--- config.mk ---
export PLATFORM = sky130hd
export DESIGN_NAME = composite_name_splitter
export DESIGN_NICKNAME = d
export VERILOG_FILES = /design/src/hw/rtl/cns_pkg.sv /design/src/hw/rtl/cns_decode.sv /design/src/hw/rtl/composite_name_splitter.sv
export VERILOG_INCLUDE_DIRS = /design/src /design/src/hw/rtl
export SDC_FILE = /design/constraint.sdc
export NUM_CORES = 1
export LEC_CHECK = 0
export BUFFER_PORTS_ARGS = -buffer_cell sky130_fd_sc_hd__clkbuf_2
export CORE_MARGIN = 2
export CORE_UTILIZATION = 56
export CTS_BUF_LIST = sky130_fd_sc_hd__clkbuf_8
export DETAILED_ROUTE_END_ITERATION = 16
export GPL_TIMING_DRIVEN = 0
export PLACE_DENSITY = 0.76
export SYNTH_ARGS = -nofsm -noshare
export SYNTH_HDL_FRONTEND = slang
export SYNTH_SLANG_ARGS = --single-unit
--- constraint.sdc ---
create_clock -name i_clk -period 4.1 [get_ports i_clk]
set_input_delay 0.205 -clock i_clk [delete_from_list [all_inputs] [get_ports i_clk]]
set_output_delay 0.205 -clock i_clk [all_outputs]
set_load 0.02 [all_outputs]
--- src/hw/rtl/composite_name_splitter_assert.svh ---
// ----------------------------------------------------------------------------
// composite_name_splitter_assert.svh
// Assertion macros for the composite name splitter RTL
// ----------------------------------------------------------------------------
`ifndef COMPOSITE_NAME_SPLITTER_ASSERT_SVH
`define COMPOSITE_NAME_SPLITTER_ASSERT_SVH

// condition holds at every clock edge out of reset
`define CNS_ASSERT_ALWAYS(lbl, expr, msg) \
    lbl: assert property (@(posedge i_clk) disable iff (!i_rst_n) (expr)) \
        else $error(msg);

// antecedent implies consequent in the same cycle
`define CNS_ASSERT_IMPL(lbl, ante, cons, msg) \
    lbl: assert property (@(posedge i_clk) disable iff (!i_rst_n) \
        (ante) |-> (cons)) else $error(msg);

// antecedent implies consequent in the next cycle
`define CNS_ASSERT_NEXT(lbl, ante, cons, msg) \
    lbl: assert property (@(posedge i_clk) disable iff (!i_rst_n) \
        (ante) |=> (cons)) else $error(msg);

`endif

--- src/hw/rtl/cns_pkg.sv ---
// ----------------------------------------------------------------------------
// cns_pkg
// Types and character constants for the composite name splitter
// ----------------------------------------------------------------------------
package cns_pkg;

    // meta characters
    localparam logic [7:0] CH_NUL    = 8'h00;
    localparam logic [7:0] CH_SLASH  = 8'h2F;
    localparam logic [7:0] CH_BSLASH = 8'h5C;
    localparam logic [7:0] CH_DQUOTE = 8'h22;
    localparam logic [7:0] CH_SQUOTE = 8'h27;

    // result queue depth and its count width
    localparam int QDEPTH = 6;
    localparam int QIDX_W = $clog2(QDEPTH);
    localparam int QCNT_W = $clog2(QDEPTH + 1);

    // parser mode
    typedef enum logic [2:0] {
        MODE_START  = 3'd0,
        MODE_COMP   = 3'd1,
        MODE_ESC    = 3'd2,
        MODE_QUOTED = 3'd3,
        MODE_QESC   = 3'd4,
        MODE_AFTERQ = 3'd5
    } t_mode;

    // full parser state
    typedef struct packed {
        t_mode mode;
        logic  quote_kind;   // 0 double quote, 1 single quote
        logic  name_bad;
    } t_parse_state;

    // one result word
    typedef struct packed {
        logic       byte_valid;
        logic [7:0] out_byte;
        logic       comp_end;
        logic       name_end;
        logic       illegal;
        logic       run_last;
    } t_result;

    localparam t_parse_state PARSE_RESET = '{mode: MODE_START, quote_kind: 1'b0,
                                             name_bad: 1'b0};

    // component character word
    function automatic t_result char_res(input logic [7:0] b);
        t_result r;
        r            = '0;
        r.byte_valid = 1'b1;
        r.out_byte   = b;
        return r;
    endfunction

    // component end word, optionally also name end
    function automatic t_result end_res(input logic name_end);
        t_result r;
        r          = '0;
        r.comp_end = 1'b1;
        r.name_end = name_end;
        return r;
    endfunction

    // malformed name end word
    function automatic t_result bad_res();
        t_result r;
        r          = '0;
        r.name_end = 1'b1;
        r.illegal  = 1'b1;
        return r;
    endfunction

    function automatic logic is_meta(input logic [7:0] b);
        return (b == CH_SLASH) || (b == CH_BSLASH) || (b == CH_DQUOTE) ||
               (b == CH_SQUOTE);
    endfunction

endpackage

--- src/hw/rtl/cns_decode.sv ---
// ----------------------------------------------------------------------------
// cns_decode
// Parser step: next state and up to two result words for one name byte
// ----------------------------------------------------------------------------
module cns_decode import cns_pkg::*; (
    input  logic [7:0]   i_byte,
    input  t_parse_state i_state,
    output t_parse_state o_state,
    output logic [1:0]   o_count,
    output t_result      o_res0,
    output t_result      o_res1
);

    logic [7:0] qchar;
    logic       is_q;
    t_result    res0;
    t_result    res1;
    logic [1:0] count;

    assign qchar = i_state.quote_kind ? CH_SQUOTE : CH_DQUOTE;
    assign is_q  = (i_byte == qchar);

    // next state
    always_comb begin
        o_state = i_state;
        if (i_byte == CH_NUL) begin
            o_state = PARSE_RESET;
        end else if (!i_state.name_bad) begin
            unique case (i_state.mode)
                MODE_ESC: begin
                    o_state.mode = MODE_COMP;
                end
                MODE_QUOTED: begin
                    if (is_q) begin
                        o_state.mode = MODE_AFTERQ;
                    end else if (i_byte == CH_BSLASH) begin
                        o_state.mode = MODE_QESC;
                    end
                end
                MODE_QESC: begin
                    if (is_q) begin
                        o_state.mode = MODE_QUOTED;
                    end else if (i_byte == CH_BSLASH) begin
                        o_state.mode = MODE_QESC;
                    end else begin
                        o_state.mode = MODE_QUOTED;
                    end
                end
                MODE_AFTERQ: begin
                    if (i_byte == CH_SLASH) begin
                        o_state.mode = MODE_START;
                    end else begin
                        o_state.name_bad = 1'b1;
                    end
                end
                default: begin
                    // start of component, inside a component, unused codes
                    priority if (i_byte == CH_SLASH) begin
                        o_state.mode = MODE_START;
                    end else if (i_byte == CH_BSLASH) begin
                        o_state.mode = MODE_ESC;
                    end else if (i_state.mode == MODE_START &&
                                 (i_byte == CH_DQUOTE || i_byte == CH_SQUOTE)) begin
                        o_state.quote_kind = (i_byte == CH_SQUOTE);
                        o_state.mode       = MODE_QUOTED;
                    end else begin
                        o_state.mode = MODE_COMP;
                    end
                end
            endcase
        end
    end

    // result words
    always_comb begin
        res0  = '0;
        res1  = '0;
        count = 2'd0;
        if (i_byte == CH_NUL) begin
            if (i_state.name_bad || i_state.mode == MODE_QUOTED ||
                i_state.mode == MODE_QESC) begin
                res0  = bad_res();
                count = 2'd1;
            end else if (i_state.mode == MODE_ESC) begin
                // trailing backslash stays literal
                res0  = char_res(CH_BSLASH);
                res1  = end_res(1'b1);
                count = 2'd2;
            end else begin
                res0  = end_res(1'b1);
                count = 2'd1;
            end
        end else if (!i_state.name_bad) begin
            unique case (i_state.mode)
                MODE_ESC: begin
                    if (is_meta(i_byte)) begin
                        res0  = char_res(i_byte);
                        count = 2'd1;
                    end else begin
                        res0  = char_res(CH_BSLASH);
                        res1  = char_res(i_byte);
                        count = 2'd2;
                    end
                end
                MODE_QUOTED: begin
                    if (!is_q && i_byte != CH_BSLASH) begin
                        res0  = char_res(i_byte);
                        count = 2'd1;
                    end
                end
                MODE_QESC: begin
                    if (is_q) begin
                        res0  = char_res(i_byte);
                        count = 2'd1;
                    end else if (i_byte == CH_BSLASH) begin
                        res0  = char_res(CH_BSLASH);
                        count = 2'd1;
                    end else begin
                        res0  = char_res(CH_BSLASH);
                        res1  = char_res(i_byte);
                        count = 2'd2;
                    end
                end
                MODE_AFTERQ: begin
                    if (i_byte == CH_SLASH) begin
                        res0  = end_res(1'b0);
                        count = 2'd1;
                    end
                end
                default: begin
                    priority if (i_byte == CH_SLASH) begin
                        res0  = end_res(1'b0);
                        count = 2'd1;
                    end else if (i_byte == CH_BSLASH) begin
                        count = 2'd0;
                    end else if (i_state.mode == MODE_START &&
                                 (i_byte == CH_DQUOTE || i_byte == CH_SQUOTE)) begin
                        count = 2'd0;
                    end else begin
                        res0  = char_res(i_byte);
                        count = 2'd1;
                    end
                end
            endcase
        end
        // mark the last word of this byte
        if (count == 2'd1) begin
            res0.run_last = 1'b1;
        end
        if (count == 2'd2) begin
            res1.run_last = 1'b1;
        end
    end

    assign o_res0  = res0;
    assign o_res1  = res1;
    assign o_count = count;

endmodule

--- src/hw/rtl/composite_name_splitter.sv ---
// ----------------------------------------------------------------------------
// composite_name_splitter
// Splits a slash separated composite name into unescaped components
// ----------------------------------------------------------------------------
// Input channel: one name byte per word on i_in_byte, accepted when
// i_in_valid is high and o_in_stall is low; a zero byte ends the name.
// Output channel: result words on the o_ field ports, taken when o_out_valid
// is high and i_out_stall is low. Each input byte gives zero, one or two
// words; the last word of a byte carries o_run_last.
// An accepted byte is held in the input byte register and parsed from there
// into the result queue; its words are offered in order from the queue head.
// Throughput: one byte per cycle while each byte gives at most one word and
// the receiver does not stall; the output side drains one word per cycle,
// so bytes giving two words (kept escapes, trailing backslash) back up input.
// Input stall comes from the six entry result queue fill level and the
// byte in the parse register, never from i_out_stall directly.
// A stalled receiver just lets the queue fill; the head word holds.
// Reset: synchronous, active low; clears parser state and empties the
// queue, the next byte starts a new name.
// ----------------------------------------------------------------------------
module composite_name_splitter import cns_pkg::*; (
    input  logic       i_clk,
    input  logic       i_rst_n,
    // input byte channel
    input  logic       i_in_valid,
    output logic       o_in_stall,
    input  logic [7:0] i_in_byte,
    // result channel
    output logic       o_out_valid,
    input  logic       i_out_stall,
    output logic       o_byte_valid,
    output logic [7:0] o_out_byte,
    output logic       o_comp_end,
    output logic       o_name_end,
    output logic       o_illegal,
    output logic       o_run_last
);

    logic               r_in_valid;
    logic [7:0]         r_in_byte;
    t_parse_state       r_state;
    t_parse_state       n_state;
    t_result            r_q [QDEPTH];
    t_result            n_q [QDEPTH];
    logic [QCNT_W-1:0]  r_cnt;
    logic [QCNT_W-1:0]  n_cnt;

    t_parse_state       dec_state;
    logic [1:0]         dec_count;
    t_result            dec_res0;
    t_result            dec_res1;
    logic [1:0]         push_cnt;
    logic               in_accept;
    logic               pop;
    logic [QIDX_W-1:0]  base;
    logic [QCNT_W:0]    fill_ahead;

    // parse step on the registered byte
    cns_decode u_decode (
        .i_byte  (r_in_byte),
        .i_state (r_state),
        .o_state (dec_state),
        .o_count (dec_count),
        .o_res0  (dec_res0),
        .o_res1  (dec_res1)
    );

    assign push_cnt = r_in_valid ? dec_count : 2'd0;
    assign pop      = (r_cnt != '0) && !i_out_stall;

    // room for the parsed byte plus two more words after it
    assign fill_ahead = {1'b0, r_cnt} + {{(QCNT_W - 1){1'b0}}, push_cnt};
    assign o_in_stall = fill_ahead > (QCNT_W + 1)'(QDEPTH - 2);
    assign in_accept  = i_in_valid && !o_in_stall;

    // input byte register
    always_ff @(posedge i_clk) begin
        if (!i_rst_n) begin
            r_in_valid <= 1'b0;
        end else begin
            r_in_valid <= in_accept;
        end
        if (in_accept) begin
            r_in_byte <= i_in_byte;
        end
    end

    // parser state advances when the registered byte is parsed
    assign n_state = r_in_valid ? dec_state : r_state;

    always_ff @(posedge i_clk) begin
        if (!i_rst_n) begin
            r_state <= PARSE_RESET;
        end else begin
            r_state <= n_state;
        end
    end

    // result queue: head at entry 0, shift on pop, append new words
    assign base = QIDX_W'(r_cnt - {{(QCNT_W - 1){1'b0}}, pop});

    always_comb begin
        for (int i = 0; i < QDEPTH - 1; i++) begin
            n_q[i] = pop ? r_q[i + 1] : r_q[i];
        end
        n_q[QDEPTH - 1] = r_q[QDEPTH - 1];
        for (int i = 0; i < QDEPTH; i++) begin
            if (push_cnt != 2'd0 && QIDX_W'(i) == base) begin
                n_q[i] = dec_res0;
            end
            if (push_cnt == 2'd2 && QIDX_W'(i) == base + QIDX_W'(1)) begin
                n_q[i] = dec_res1;
            end
        end
        n_cnt = r_cnt - {{(QCNT_W - 1){1'b0}}, pop}
                      + {{(QCNT_W - 2){1'b0}}, push_cnt};
    end

    always_ff @(posedge i_clk) begin
        if (!i_rst_n) begin
            r_cnt <= '0;
        end else begin
            r_cnt <= n_cnt;
        end
        r_q <= n_q;
    end

    // output word from the queue head
    assign o_out_valid  = (r_cnt != '0);
    assign o_byte_valid = r_q[0].byte_valid;
    assign o_out_byte   = r_q[0].out_byte;
    assign o_comp_end   = r_q[0].comp_end;
    assign o_name_end   = r_q[0].name_end;
    assign o_illegal    = r_q[0].illegal;
    assign o_run_last   = r_q[0].run_last;

    // checks
`include "composite_name_splitter_assert.svh"

    `CNS_ASSERT_ALWAYS(a_queue_bound, r_cnt <= QCNT_W'(QDEPTH), "result queue overflow")
    `CNS_ASSERT_NEXT(a_accept_parsed, in_accept, r_in_valid, "accepted byte not parsed")
    `CNS_ASSERT_IMPL(a_name_end_last, o_out_valid && o_name_end, o_run_last, "name end not last word")
    `CNS_ASSERT_IMPL(a_illegal_end, o_out_valid && o_illegal, o_name_end && !o_byte_valid, "illegal word malformed")
    `CNS_ASSERT_NEXT(a_end_clears, r_in_valid && r_in_byte == CH_NUL, r_state == PARSE_RESET, "state not cleared at name end")

endmodule

==> run_results.csv <==
group,metric,value,unit
route,final_antenna_net_count,0,
global_routing,met1_usage,39.14,%
sta,skew,0.01254,ns
floorplan,die-area,10650,µm²
power_and_ir_drop,p_sw,1.339,mW
layout,finalNetCount,643,
critical_path,rrSetupSlack,0.16,ns
cts,insertion_delay,0.37,ns
cts,root_buffer,"clkbuf_8",
route,drc_errors,0,
global_routing,gr-max-usage-layer,"met2",
layout,num_antenna_cells,0,
route,viasPerCell,6.526,
floorplan,core.rowCount,36,
run,cap_violations,0,
sta,layout_setup_ws,0.01625,ns
layout,final_cell_mix,"edfxtp_1, nand2_1, nand3_1",
power_and_ir_drop,clkPwrFrac,20.7,%
yosys,seq_area_frac_synth,50.16,%
power_and_ir_drop,power_frac_comb,36.1,%
power_and_ir_drop,ir_drop,237.2,µV
critical_path,r2r-end,"r_q[20]$_DFFE_PP_",
sta,hold_violations,0,
sta,slew_violations,0,
yosys,yosysWarnings,0,
critical_path,endpoint,"o_in_stall",
global_routing,antenna_found_initial,0,
critical_path,cp_max_fo,6,
cts,clock_sinks,95,
placement,gp_congestion,0.9558,
layout,stdcell_count,761,
worst_hold_path,hold_path_class,"primary input to flip-flop",
global_routing,grt_max_degree,18,
yosys,synth_nets,588,
route,vias,4966,
placement,placed_area,5804,µm²
global_routing,grtUsageTotal,29.94,%
floorplan,num_io_pins,27,
route,drt_iter0_drc,472,
critical_path,critPathRequiredTime,3.89,ns
critical_path,reg2reg_from,"r_cnt[2]$_SDFF_PN0_",
route,wirelength,15.65,mm
power_and_ir_drop,swShare,35.64,%
sta,slew-limit-headroom,44.80,%
sta,finalCritPeriodShare,99.60,%
critical_path,critPathCaptureType,"output port",
route,wl_per_cell,20.56,µm
placement,numPortBuffers,26,
global_routing,met2_usage,50.20,%
sta,fin_tns_setup,0,ns
floorplan,core,9639,µm²
power_and_ir_drop,power_density,588.7,nW/µm²
cts,clockBufferDepth,2,
cts,cts_buffers,9,
floorplan,start_util,57.14,%
sta,finalSetupViolations,0,
layout,fin_area,6379,µm²
sta,min_period,4.084,ns
critical_path,critPathLaunch,"r_in_byte[6]$_DFFE_PP_",
critical_path,critPathKind,"flip-flop to output port",
critical_path,arrival,3.88,ns
yosys,ys_ff_latch,95,
critical_path,r2r_cells,13,
critical_path,crit_chain,"buf_6 > or4b_4 > a2111o_1 > a21oi_4 > a31o_4 > o22ai_4 > and2_4 > ha_2 > fa_1 > nor2_2 > o21ai_1 > a21oi_2 > inv_1 > buf_2",
power_and_ir_drop,power_frac_seq,43.2,%
placement,post-place-ws,-0.7480,ns
global_routing,gr-usage-met3,3.427,%
layout,drive_gt1_share,19.27,%
sta,tightestPinTransition,0.8216,ns
status,outcome,"finished, final reports clean",
power_and_ir_drop,total_power,3.755,mW
sta,rsz0062_at_grt,"yes",
global_routing,grt_pass1_vias,4569,
worst_hold_path,min_path_cells,1,
placement,hpwl,11.50,mm
yosys,synth_cell_type_count,58,
cts,h-tree-depth,3,
global_routing,grt_pass1_wl,23.78,mm
placement,place_inst,727,
sta,fin_hold_ws,0.006081,ns
power_and_ir_drop,internal_power,2.417,mW
yosys,synth_edf_count,86,
yosys,syn_avg_cell_area,9.697,µm²
layout,area_growth,15.81,%
critical_path,critPathLaunchType,"flip-flop",
layout,num-fill-cells,765,
floorplan,die_x,103.2,µm
critical_path,slowest_stage,"or4b_4",
yosys,async_flop_share,0,%
yosys,synth_area,5508,µm²
cts,clk_pin_slew,0.10,ns
floorplan,die_h,103.2,µm
power_and_ir_drop,p_leak,2.332,nW
global_routing,grt_overflow_total,0,
layout,final_common_cell,"edfxtp_1",
route,firstDrtPassIters,5,
critical_path,worst_path_largest_cell_delay,0.55,ns
sta,max_freq,244.9,MHz
layout,postLayoutCoreUtil,66.17,%
cts,cts_tree,"done",
yosys,syn_inst,568,
yosys,ys.flop_type,"edfxtp_1",
-- metal layers --
layer,part of all wire (%),vias to the layer above,wire (µm)
li1,-,2256,-
met1,40,2342,6223
met2,48,309,7551
met3,8.1,59,1261
met4,3.9,0,608
met5,0,-,0
-- worst max-delay path, delay by kind of cell, from the launching register on --
kind / cells / cell delay [ns]
AO/OA/AOI/OAI: 6 / 1.26
adder cells (fa/ha/maj): 2 / 0.65
buffers and inverters: 3 / 0.33
flip-flops: 1 / 0.39
AND/OR/NAND/NOR: 3 / 0.88
-- cell families after synthesis --
| group | synth area share (%) |
|---|---|
| AOI/OAI and AO/OA | 20.47 |
| adders and majority gates | 2.090 |
| buffers and inverters | 4.770 |
| and+or+nand+nor | 21.67 |
| muxes | 0.3635 |
| xor gates and xnor gates | 0.4771 |
| DFF | 50.16 |
-- final cells by class --
| class | instances | area, µm² | area share (%) |
|---|---|---|---|
| clock inverters | 7 | 127.6 | 2.001 |
| flip-flops and latches | 95 | 2763 | 43.31 |
| inverters | 9 | 33.78 | 0.5296 |
| multi-input cells | 418 | 2623 | 41.11 |
| well taps | 133 | 166.4 | 2.609 |
| plain buffers | 43 | 239.0 | 3.747 |
| repair buffers | 47 | 302.8 | 4.747 |
| clock buffers | 9 | 123.9 | 1.942 |
-- cells in the mapped netlist (10+ instances only) --
library cell  count  area share [%]
a21boi_0         11             1.5
a21oi_1          23             2.1
a31oi_1          19             2.2
and2_1           15             1.7
and3_1           10             1.1
buf_4            10             1.4
clkbuf_1         26             1.8
edfxtp_1         86              47
nand2_1          76             5.2
nand3_1          54             4.9
nor2_1           37             2.5
nor3_1           10            0.91
o211ai_1         14             1.9
o21ai_0          46             4.2
o221ai_1         16             2.5
-- how the worst min path moves through the flow --
stage	start	to	slack [ns]
2_1_floorplan	i_in_byte[0]	r_in_byte[0]$_DFFE_PP_	0.30
3_3_place_gp	i_in_byte[3]	r_in_byte[3]$_DFFE_PP_	0.38
3_5_place_dp	i_in_byte[3]	r_in_byte[3]$_DFFE_PP_	0.38
4_1_cts	i_in_byte[1]	r_in_byte[1]$_DFFE_PP_	0.0006
5_1_grt	i_in_byte[1]	r_in_byte[1]$_DFFE_PP_	0.007
6_report	i_in_byte[1]	r_in_byte[1]$_DFFE_PP_	0.006
-- power by group through the flow --
stage / combinational, mW / clock, mW / sequential, mW
3_3_place_gp: 1.22 / 0 / 1.63
6_report: 1.36 / 0.776 / 1.62
3_5_place_dp: 1.26 / 0 / 1.64
4_1_cts: 1.29 / 0.774 / 1.62
2_1_floorplan: 0.892 / 0 / 1.64
5_1_grt: 1.49 / 0.813 / 1.65
-- repair_timing --
item | 4_1_cts | 5_1_grt
setup buffers | 1 | 14
hold buffers | 6 | 0
endpoints found under the hold margin | 6 | 0
setup endpoints to repair | 117 | 89
pin swaps | 1 | 6
gates resized for setup | 17 | 32
-- state kept, by name (all words and copies together) (netlist names) --
signal,cells
r_in_byte,8
r_state,5
o_byte_valid,1
r_cnt,3
r_in_valid,1
o_comp_end,1
r_q,65
o_illegal,1
o_run_last,1
o_out_byte,8
o_name_end,1
Note: power is estimated with default switching activity, not from simulation.
